File: config.mk
export PLATFORM = sky130hd
export DESIGN_NAME = scan_sector_clearance_core
export DESIGN_NICKNAME = d
export VERILOG_FILES = /design/src/hdl/scc_pkg.sv /design/src/hdl/scan_sector_clearance_core.sv /design/src/hdl/scc_cfg.sv /design/src/hdl/scc_filter.sv /design/src/hdl/scc_accum.sv
export SDC_FILE = /design/constraint.sdc
export NUM_CORES = 2
export LEC_CHECK = 0
export BUFFER_PORTS_ARGS = -buffer_cell sky130_fd_sc_hd__buf_2
export CORE_MARGIN = 2
export CORE_UTILIZATION = 60
export CTS_BUF_LIST = sky130_fd_sc_hd__clkbuf_4 sky130_fd_sc_hd__clkbuf_8
export DETAILED_ROUTE_END_ITERATION = 16
export PLACE_DENSITY = 0.76
export SYNTH_ARGS = -nofsm -noshare
export SYNTH_HDL_FRONTEND = slang
export SYNTH_SLANG_ARGS = --single-unit
File: constraint.sdc
create_clock -name aclk -period 21.6 [get_ports aclk]
set_input_delay 2.16 -clock aclk [delete_from_list [all_inputs] [get_ports aclk]]
set_output_delay 2.16 -clock aclk [all_outputs]
set_load 0.01 [all_outputs]
File: src/hdl/scc_pkg.sv
// Package for the scan sector clearance core: sizes, register indexes,
// and the structs passed between the config, filter and accumulator blocks.
// No dependencies.
package scc_pkg;

    localparam int MAX_SAMPLES_DEF = 1024;
    localparam int RANGE_BITS_DEF  = 16;

    localparam int NUM_SECTORS = 5;
    localparam int THRESH_W    = 16;
    localparam int IDX_W       = 11;
    localparam int WIDTH_W     = 9;
    localparam int BOUND_W     = 12;
    localparam int NEED_W      = THRESH_W + BOUND_W;
    localparam int CFG_ADDR_W  = 3;
    localparam int CFG_DATA_W  = 16;

    localparam logic [THRESH_W-1:0] THRESH_RESET   = 16'd200;
    localparam int                  LOW_READING_MM = 10;

    // Sector order: right, front right, front, front left, left
    localparam int SEC_RIGHT       = 0;
    localparam int SEC_FRONT_RIGHT = 1;
    localparam int SEC_FRONT       = 2;
    localparam int SEC_FRONT_LEFT  = 3;
    localparam int SEC_LEFT        = 4;

    typedef enum logic [CFG_ADDR_W-1:0] {
        CFG_THRESHOLD    = 3'd0,
        CFG_RIGHT_LO     = 3'd1,
        CFG_RIGHT_HI     = 3'd2,
        CFG_CENTER_LO    = 3'd3,
        CFG_CENTER_WIDTH = 3'd4,
        CFG_LEFT_LO      = 3'd5,
        CFG_LEFT_HI      = 3'd6
    } cfg_reg_t;

    typedef struct packed {
        logic [NUM_SECTORS-1:0][BOUND_W-1:0] lo;
        logic [NUM_SECTORS-1:0][BOUND_W-1:0] hi;
    } scc_bounds_t;

    typedef struct packed {
        logic [NUM_SECTORS-1:0][NEED_W-1:0] need;
        logic [NUM_SECTORS-1:0]             empty;
    } scc_limits_t;

    typedef struct packed {
        logic                   valid;
        logic                   last;
        logic [NUM_SECTORS-1:0] hit;
    } scc_stage_t;

endpackage

File: src/hdl/scan_sector_clearance_core.sv
// Top level of the scan sector clearance core.
// Depends on scc_pkg, scc_cfg, scc_filter and scc_accum.
//
//   channel   ports                          moves
//   s_        s_valid/s_ready                one range sample + last mark
//   m_        m_valid/m_ready                five sector clear flags
//   cfg_      cfg_we/cfg_index/cfg_wdata     register write, no wait
//
// One item per cycle sustained. A sample passes the input register, the
// filter stage (low-reading replacement, index, sector hits) and is summed
// when it leaves that stage; a last sample loads the result register, which
// drives the flags. Only a held result blocks, and only when the next last
// sample reaches it. Reset is synchronous and clears valid flags, sums,
// index and previous value and resets the config registers; derived sector
// bounds are registered from them and the limits from those bounds.
module scan_sector_clearance_core #(
    parameter int MAX_SAMPLES = scc_pkg::MAX_SAMPLES_DEF,
    parameter int RANGE_BITS  = scc_pkg::RANGE_BITS_DEF
) (
    input  logic                           aclk,
    input  logic                           aresetn,
    input  logic                           cfg_we,
    input  logic [scc_pkg::CFG_ADDR_W-1:0] cfg_index,
    input  logic [scc_pkg::CFG_DATA_W-1:0] cfg_wdata,
    input  logic                           s_valid,
    output logic                           s_ready,
    input  logic [RANGE_BITS-1:0]          s_range_mm,
    input  logic                           s_last_sample,
    output logic                           m_valid,
    input  logic                           m_ready,
    output logic                           m_right_clear,
    output logic                           m_front_right_clear,
    output logic                           m_front_clear,
    output logic                           m_front_left_clear,
    output logic                           m_left_clear
);
    import scc_pkg::*;

    scc_bounds_t           bounds;
    scc_limits_t           limits;
    scc_stage_t            stage;
    logic [RANGE_BITS-1:0] stage_clean;
    logic                  stage_retire;

    scc_cfg u_cfg (
        .aclk      (aclk),
        .aresetn   (aresetn),
        .cfg_we    (cfg_we),
        .cfg_index (cfg_index),
        .cfg_wdata (cfg_wdata),
        .bounds    (bounds),
        .limits    (limits)
    );

    scc_filter #(
        .MAX_SAMPLES (MAX_SAMPLES),
        .RANGE_BITS  (RANGE_BITS)
    ) u_filter (
        .aclk          (aclk),
        .aresetn       (aresetn),
        .s_valid       (s_valid),
        .s_ready       (s_ready),
        .s_range_mm    (s_range_mm),
        .s_last_sample (s_last_sample),
        .bounds        (bounds),
        .stage_retire  (stage_retire),
        .stage         (stage),
        .stage_clean   (stage_clean)
    );

    scc_accum #(
        .MAX_SAMPLES (MAX_SAMPLES),
        .RANGE_BITS  (RANGE_BITS)
    ) u_accum (
        .aclk                (aclk),
        .aresetn             (aresetn),
        .stage               (stage),
        .stage_clean         (stage_clean),
        .limits              (limits),
        .stage_retire        (stage_retire),
        .m_valid             (m_valid),
        .m_ready             (m_ready),
        .m_right_clear       (m_right_clear),
        .m_front_right_clear (m_front_right_clear),
        .m_front_clear       (m_front_clear),
        .m_front_left_clear  (m_front_left_clear),
        .m_left_clear        (m_left_clear)
    );

endmodule

File: src/hdl/scc_cfg.sv
// Configuration registers and the sector bounds and thresholds derived from them.
// Depends on scc_pkg.
module scc_cfg (
    input  logic                           aclk,
    input  logic                           aresetn,
    input  logic                           cfg_we,
    input  logic [scc_pkg::CFG_ADDR_W-1:0] cfg_index,
    input  logic [scc_pkg::CFG_DATA_W-1:0] cfg_wdata,
    output scc_pkg::scc_bounds_t           bounds,
    output scc_pkg::scc_limits_t           limits
);
    import scc_pkg::*;

    logic [THRESH_W-1:0] threshold_reg;
    logic [IDX_W-1:0]    right_lo_reg;
    logic [IDX_W-1:0]    right_hi_reg;
    logic [IDX_W-1:0]    center_lo_reg;
    logic [WIDTH_W-1:0]  center_width_reg;
    logic [IDX_W-1:0]    left_lo_reg;
    logic [IDX_W-1:0]    left_hi_reg;

    scc_bounds_t         bounds_reg;
    scc_bounds_t         bounds_next;
    scc_limits_t         limits_reg;
    scc_limits_t         limits_next;
    logic [BOUND_W-1:0]  width_ext;
    logic [BOUND_W-1:0]  center_ext;

    always_ff @(posedge aclk) begin
        if (!aresetn) begin
            threshold_reg    <= THRESH_RESET;
            right_lo_reg     <= '0;
            right_hi_reg     <= '0;
            center_lo_reg    <= '0;
            center_width_reg <= '0;
            left_lo_reg      <= '0;
            left_hi_reg      <= '0;
        end else if (cfg_we) begin
            unique case (cfg_index)
                CFG_THRESHOLD:    threshold_reg    <= cfg_wdata[THRESH_W-1:0];
                CFG_RIGHT_LO:     right_lo_reg     <= cfg_wdata[IDX_W-1:0];
                CFG_RIGHT_HI:     right_hi_reg     <= cfg_wdata[IDX_W-1:0];
                CFG_CENTER_LO:    center_lo_reg    <= cfg_wdata[IDX_W-1:0];
                CFG_CENTER_WIDTH: center_width_reg <= cfg_wdata[WIDTH_W-1:0];
                CFG_LEFT_LO:      left_lo_reg      <= cfg_wdata[IDX_W-1:0];
                CFG_LEFT_HI:      left_hi_reg      <= cfg_wdata[IDX_W-1:0];
                default: ;
            endcase
        end
    end

    always_comb begin
        width_ext  = BOUND_W'(center_width_reg);
        center_ext = BOUND_W'(center_lo_reg);

        bounds_next.lo[SEC_RIGHT]       = BOUND_W'(right_lo_reg);
        bounds_next.hi[SEC_RIGHT]       = BOUND_W'(right_hi_reg);
        bounds_next.lo[SEC_FRONT_RIGHT] = center_ext;
        bounds_next.hi[SEC_FRONT_RIGHT] = center_ext + width_ext;
        bounds_next.lo[SEC_FRONT]       = center_ext + width_ext;
        bounds_next.hi[SEC_FRONT]       = center_ext + {width_ext[BOUND_W-2:0], 1'b0};
        bounds_next.lo[SEC_FRONT_LEFT]  = center_ext + {width_ext[BOUND_W-2:0], 1'b0};
        bounds_next.hi[SEC_FRONT_LEFT]  = center_ext + {width_ext[BOUND_W-2:0], 1'b0}
                                          + width_ext;
        bounds_next.lo[SEC_LEFT]        = BOUND_W'(left_lo_reg);
        bounds_next.hi[SEC_LEFT]        = BOUND_W'(left_hi_reg);
    end

    always_comb begin
        for (int s = 0; s < NUM_SECTORS; s++) begin
            limits_next.empty[s] = (bounds_reg.hi[s] <= bounds_reg.lo[s]);
            limits_next.need[s]  = NEED_W'(threshold_reg)
                                   * NEED_W'(bounds_reg.hi[s] - bounds_reg.lo[s]);
        end
    end

    // Recomputed every cycle; limits are registered from the registered bounds
    always_ff @(posedge aclk) begin
        bounds_reg <= bounds_next;
        limits_reg <= limits_next;
    end

    assign bounds = bounds_reg;
    assign limits = limits_reg;

endmodule

File: src/hdl/scc_filter.sv
// Input register, sample indexing, low-reading replacement and sector hit test.
// Depends on scc_pkg; bounds come from scc_cfg.
module scc_filter #(
    parameter int MAX_SAMPLES = scc_pkg::MAX_SAMPLES_DEF,
    parameter int RANGE_BITS  = scc_pkg::RANGE_BITS_DEF
) (
    input  logic                  aclk,
    input  logic                  aresetn,
    input  logic                  s_valid,
    output logic                  s_ready,
    input  logic [RANGE_BITS-1:0] s_range_mm,
    input  logic                  s_last_sample,
    input  scc_pkg::scc_bounds_t  bounds,
    input  logic                  stage_retire,
    output scc_pkg::scc_stage_t   stage,
    output logic [RANGE_BITS-1:0] stage_clean
);
    import scc_pkg::*;

    localparam int CNT_W = $clog2(MAX_SAMPLES + 1);
    localparam int CMP_W = (CNT_W > BOUND_W) ? CNT_W : BOUND_W;
    localparam int RB    = RANGE_BITS;
    localparam longint unsigned RECIP_INT = (64'd1 << RB) / 64'd5;
    localparam logic [RB-1:0] RECIP     = RB'(RECIP_INT);
    localparam logic [RB-1:0] RANGE_MAX = {RB{1'b1}};
    localparam logic [RB-1:0] LOW_MM    = RB'(LOW_READING_MM);
    localparam logic [CNT_W-1:0] CNT_MAX = CNT_W'(MAX_SAMPLES);

    logic                in_valid_reg;
    logic [RB-1:0]       range_reg;
    logic                last_reg;
    logic [CNT_W-1:0]    cnt_reg;
    logic [RB-1:0]       prev_reg;
    scc_stage_t          stage_reg;
    logic [RB-1:0]       clean_reg;

    logic                stage_free;
    logic                advance;
    logic                accept;
    logic [2*RB-1:0]     prod;
    logic [RB-1:0]       quot;
    logic [RB+2:0]       rem;
    logic [RB-1:0]       quot_fix;
    logic [RB:0]         scaled;
    logic                low_reading;
    logic [RB-1:0]       clean;
    logic [CMP_W-1:0]    cnt_ext;
    logic                cnt_live;
    logic [NUM_SECTORS-1:0] hit;

    assign stage_free = !stage_reg.valid || stage_retire;
    assign advance    = in_valid_reg && stage_free;
    assign s_ready    = !in_valid_reg || stage_free;
    assign accept     = s_valid && s_ready;

    // prev * 6 / 5 = prev + prev / 5; quotient by reciprocal, one-step fixup
    always_comb begin
        prod     = {{RB{1'b0}}, prev_reg} * {{RB{1'b0}}, RECIP};
        quot     = prod[2*RB-1:RB];
        rem      = {3'b000, prev_reg} - ({1'b0, quot, 2'b00} + {3'b000, quot});
        quot_fix = quot + RB'(rem >= (RB+3)'(5));
        scaled   = {1'b0, prev_reg} + {1'b0, quot_fix};
        low_reading = (range_reg <= LOW_MM) && (cnt_reg != '0);
        if (!low_reading) begin
            clean = range_reg;
        end else if (scaled[RB]) begin
            clean = RANGE_MAX;
        end else begin
            clean = scaled[RB-1:0];
        end
    end

    always_comb begin
        cnt_ext  = CMP_W'(cnt_reg);
        cnt_live = (cnt_reg < CNT_MAX);
        for (int s = 0; s < NUM_SECTORS; s++) begin
            hit[s] = cnt_live && (cnt_ext >= CMP_W'(bounds.lo[s]))
                     && (cnt_ext < CMP_W'(bounds.hi[s]));
        end
    end

    always_ff @(posedge aclk) begin
        if (!aresetn) begin
            in_valid_reg    <= 1'b0;
            stage_reg.valid <= 1'b0;
            cnt_reg         <= '0;
            prev_reg        <= '0;
        end else begin
            if (accept) begin
                in_valid_reg <= 1'b1;
            end else if (advance) begin
                in_valid_reg <= 1'b0;
            end
            if (advance) begin
                stage_reg.valid <= 1'b1;
                stage_reg.last  <= last_reg;
                stage_reg.hit   <= hit;
            end else if (stage_retire) begin
                stage_reg.valid <= 1'b0;
            end
            if (advance) begin
                prev_reg <= clean;
                if (last_reg) begin
                    cnt_reg <= '0;
                end else if (cnt_live) begin
                    cnt_reg <= cnt_reg + CNT_W'(1);
                end
            end
        end
    end

    always_ff @(posedge aclk) begin
        if (accept) begin
            range_reg <= s_range_mm;
            last_reg  <= s_last_sample;
        end
        if (advance) begin
            clean_reg <= clean;
        end
    end

    assign stage       = stage_reg;
    assign stage_clean = clean_reg;

endmodule

File: src/hdl/scc_accum.sv
// Per-sector sums, end-of-scan threshold compare and the result register.
// Depends on scc_pkg; fed by scc_filter and scc_cfg.
module scc_accum #(
    parameter int MAX_SAMPLES = scc_pkg::MAX_SAMPLES_DEF,
    parameter int RANGE_BITS  = scc_pkg::RANGE_BITS_DEF
) (
    input  logic                  aclk,
    input  logic                  aresetn,
    input  scc_pkg::scc_stage_t   stage,
    input  logic [RANGE_BITS-1:0] stage_clean,
    input  scc_pkg::scc_limits_t  limits,
    output logic                  stage_retire,
    output logic                  m_valid,
    input  logic                  m_ready,
    output logic                  m_right_clear,
    output logic                  m_front_right_clear,
    output logic                  m_front_clear,
    output logic                  m_front_left_clear,
    output logic                  m_left_clear
);
    import scc_pkg::*;

    localparam int SUM_W = RANGE_BITS + $clog2(MAX_SAMPLES + 1);
    localparam int CMP_W = (SUM_W > NEED_W) ? SUM_W : NEED_W;

    logic [NUM_SECTORS-1:0][SUM_W-1:0] sum_reg;
    logic [NUM_SECTORS-1:0][SUM_W-1:0] sum_next;
    logic [NUM_SECTORS-1:0]            clear_next;
    logic [NUM_SECTORS-1:0]            clear_reg;
    logic                              m_valid_reg;
    logic                              emit;

    assign stage_retire = stage.valid && (!stage.last || !m_valid_reg || m_ready);
    assign emit         = stage_retire && stage.last;

    always_comb begin
        for (int s = 0; s < NUM_SECTORS; s++) begin
            sum_next[s]   = sum_reg[s] + (stage.hit[s] ? SUM_W'(stage_clean) : '0);
            clear_next[s] = limits.empty[s]
                            || (CMP_W'(sum_next[s]) >= CMP_W'(limits.need[s]));
        end
    end

    always_ff @(posedge aclk) begin
        if (!aresetn) begin
            sum_reg     <= '0;
            m_valid_reg <= 1'b0;
        end else begin
            if (stage_retire) begin
                sum_reg <= stage.last ? '0 : sum_next;
            end
            if (emit) begin
                m_valid_reg <= 1'b1;
            end else if (m_ready) begin
                m_valid_reg <= 1'b0;
            end
        end
    end

    always_ff @(posedge aclk) begin
        if (emit) begin
            clear_reg <= clear_next;
        end
    end

    assign m_valid             = m_valid_reg;
    assign m_right_clear       = clear_reg[SEC_RIGHT];
    assign m_front_right_clear = clear_reg[SEC_FRONT_RIGHT];
    assign m_front_clear       = clear_reg[SEC_FRONT];
    assign m_front_left_clear  = clear_reg[SEC_FRONT_LEFT];
    assign m_left_clear        = clear_reg[SEC_LEFT];

endmodule
==> summary.txt <==
status: completed
TritonCTS Buffers: 97
most common cell after layout, fill and taps aside: inv_1
Yosys reg bits: 521
Slowest cell on crit path: dfxtp_1
Final period util: 65.1%
Mapped Cells: 8224
mean post-synth cell area: 9.00 um^2
DP Area: 76100 um^2
warnings from Yosys: 0
CP most frequent cell: ha_1
skew final: 96.0 ps
DRT Wirelength: 198 mm
P_int: 4.73 mW
CP Launch Type: register
met2 Track Usage GR: 51.0%
met3 usage in global routing: 6.10%
Final Critical Period: 14070 ps
critical path's largest stage delay: 730 ps
Buf/Inv on CP: 3
Tot GR Track Use: 32.3%
critical path arrival: 14620 ps
CP endpoint kind: register
number of synthesized flops with an enable pin: 44
Core Util, Final: 64.1%
layer with the highest usage: met2
vias in the first global route: 59900
# port buffers: 47
Vert. Die Dim: 355 um
Layout Area Growth over Synthesis: 5.71%
Yosys cell types: 93
CP Max Fanout: 15
DRT Pass-1 Iters: 6
fmax: 71.1 MHz
H-tree Lvls: 3
die extent in x: 355 um
accumulated negative setup slack: 0 ps
postcts setup bufs: 0
Switch Pwr: 4.63 mW
CTS tree: yes
row cnt: 128
Syn Nets: 10300
Die Area: 126000 um^2
Slew Viols, Final: 0
max cap viols: 0
grt met1 use: 43.9%
fraction of the yosys area taken by sequential cells: 14.7%
Ports: 48
# DRC: 0
latest clock arrival within the worst-skew pair: 830 ps
Sw Share: 49.5%
leakage power: 36.3 nW
Setup CP Type: register to register
via count: 57100
root cell of the clock tree: clkbuf_8
max FFs per register: 143
initial core utilization: 60.7%
RSZ-0062 raised after global routing: no
Syn Std Cell Area: 74000 um^2
max_slew headroom: 17.8%
Post-synth top flop: dfxtp_1
cell family with most CP delay: adder cells
Hold WC Path Type: register to register
first-pass GRT wire length: 320 mm
layout cells sized above 1: 4.94%
final instance area: 78200 um^2
ys async rst share: 0%
endpoints failing setup: 0
critical path data required time: 22150 ps
DRT antenna net count: 0
hpwl dp: 154 mm
Slew @ Worst Pin: 1230 ps
clock network power share: 11.4%
Nets: 10200
share of total power in combinational logic: 75.1%
core area: 122000 um^2
Post-CTS Hold Buffers: 0
CTS max path bufs: 3
most frequent cells in the layout: inv_1, fa_1, nand2_1
Pwr Density: 120 nW/um^2
peak supply drop: 0.206 mV
total gr overflow: 0
largest net degree at the start of global routing: 83
routability cong.: 0.915
CTS sink cnt: 521
drt wl/cell: 19.9 um
Worst-path clk slew: 70 ps
initial antenna violation count: 9
post_cts resized: 0
Hold Fails Final Rpt: 0
Via density: 5.76
starting DRC count in detailed routing: 4294
sequential share of power: 13.5%
-- Yosys cell counts (12+ instances only) --
| cell type | number | area share (%) |
|---|---|---|
| nand3_1 | 107 | 0.72 |
| o21bai_1 | 60 | 0.61 |
| nand3b_1 | 14 | 0.14 |
| nor3_1 | 80 | 0.54 |
| a21o_1 | 150 | 1.5 |
| nand2b_1 | 70 | 0.59 |
| clkbuf_1 | 272 | 1.4 |
| o21a_1 | 71 | 0.72 |
| o2bb2ai_1 | 14 | 0.17 |
| o31ai_1 | 25 | 0.25 |
| and2_1 | 427 | 3.6 |
| nor2b_1 | 175 | 1.5 |
| a31oi_1 | 40 | 0.34 |
| fa_1 | 1135 | 31 |
| a211oi_1 | 19 | 0.19 |
| o211ai_1 | 14 | 0.14 |
| ha_1 | 854 | 14 |
| or3_1 | 43 | 0.36 |
| nand2_1 | 986 | 5.0 |
| xnor2_1 | 301 | 3.6 |
| nand4_1 | 45 | 0.38 |
| edfxtp_1 | 44 | 1.8 |
| nor4_1 | 16 | 0.14 |
| mux2_2 | 12 | 0.18 |
| nor2_1 | 224 | 1.1 |
| inv_1 | 1525 | 7.7 |
| o22a_1 | 14 | 0.17 |
| mux2i_1 | 12 | 0.16 |
| or2_2 | 13 | 0.11 |
| a22oi_1 | 66 | 0.67 |
| xor2_1 | 109 | 1.3 |
| a21oi_1 | 276 | 1.9 |
| a21boi_0 | 136 | 1.4 |
| o21ai_0 | 197 | 1.3 |
| and3_1 | 49 | 0.41 |
| dfxtp_1 | 477 | 13 |
-- kinds of logic (layout without fill, tap and decap cells) --
logic type | after synthesis | count (layout) | share of synthesized area [%]
xor gates and xnor gates | 412 | 412 | 4.89
other | 0 | 15 | 0
muxes | 26 | 26 | 0.406
buffers and inverters | 1804 | 1844 | 9.15
AOI/OAI and AO/OA | 1193 | 1193 | 10.7
and+or+nand+nor | 2277 | 2277 | 15.0
adders and majority gates | 1991 | 1991 | 45.2
DFF | 521 | 521 | 14.7
-- area by class of cell --
class	count	area, um^2
Antenna cell	15	37.5
Clock buffer	138	1780
Clock inverter	37	359
Fill cell	10000	43800
Inverter	1527	5730
Multi-Input combinational cell	5899	56500
Sequential cell	521	10900
Tap cell	1625	2030
Timing Repair Buffer	142	955
-- layer usage --
| layer | share of wire [%] | vias up |
|---|---|---|
| met4 | 4.1 | 2 |
| met3 | 9.4 | 466 |
| li1 | - | 26000 |
| met5 | 0.0071 | - |
| met1 | 42 | 28200 |
| met2 | 45 | 2374 |
-- metrics by stage --
step | hold WS (ps) | std cells | power (mW) | worst slack, ps
2_1_floorplan | 331 | 8224 | 6.53 | 10000
3_3_place_gp | 334 | 9714 | 7.99 | 7760
3_5_place_dp | 337 | 9714 | 8.21 | 7670
4_1_cts | 343 | 9889 | 9.33 | 7600
5_1_grt | 358 | 9892 | 10.4 | 6500
6_report | 341 | 9904 | 9.36 | 7530
-- final timing paths --
path                                      from                            endpoint  slack (ps)  cells past startpoint
max          u_filter.prev_reg[1]$_SDFFE_PN0P_  u_filter.stage_clean[14]$_DFFE_PP_        7530                     53
min          u_cfg.left_hi_reg[4]$_SDFFE_PN0P_            u_cfg.bounds[52]$_DFF_P_         340                      0
max reg2reg  u_filter.prev_reg[1]$_SDFFE_PN0P_  u_filter.stage_clean[14]$_DFFE_PP_        7530                     53
min reg2reg  u_cfg.left_hi_reg[4]$_SDFFE_PN0P_            u_cfg.bounds[52]$_DFF_P_         340                      0
-- power groups by stage --
stage | Sequential [mW] | Combinational [mW] | Clock (mW)
after CTS | 1.26 | 6.98 | 1.08
after floorplan | 1.24 | 5.29 | 0
after detailed placement | 1.29 | 6.93 | 0
final | 1.27 | 7.02 | 1.07
after global routing | 1.27 | 7.98 | 1.12
after global placement | 1.28 | 6.70 | 0
-- worst reg2reg max path, delay by kind of cell, from the launching register on --
kind	cells	cell delay, ps
buffers and inverters	3	160
adders and majority gates	14	5380
DFF	1	730
xor gates and xnor gates	3	880
AOI/OAI and AO/OA	23	5020
and+or+nand+nor	10	1640
Power figures use the tool's default switching activity.
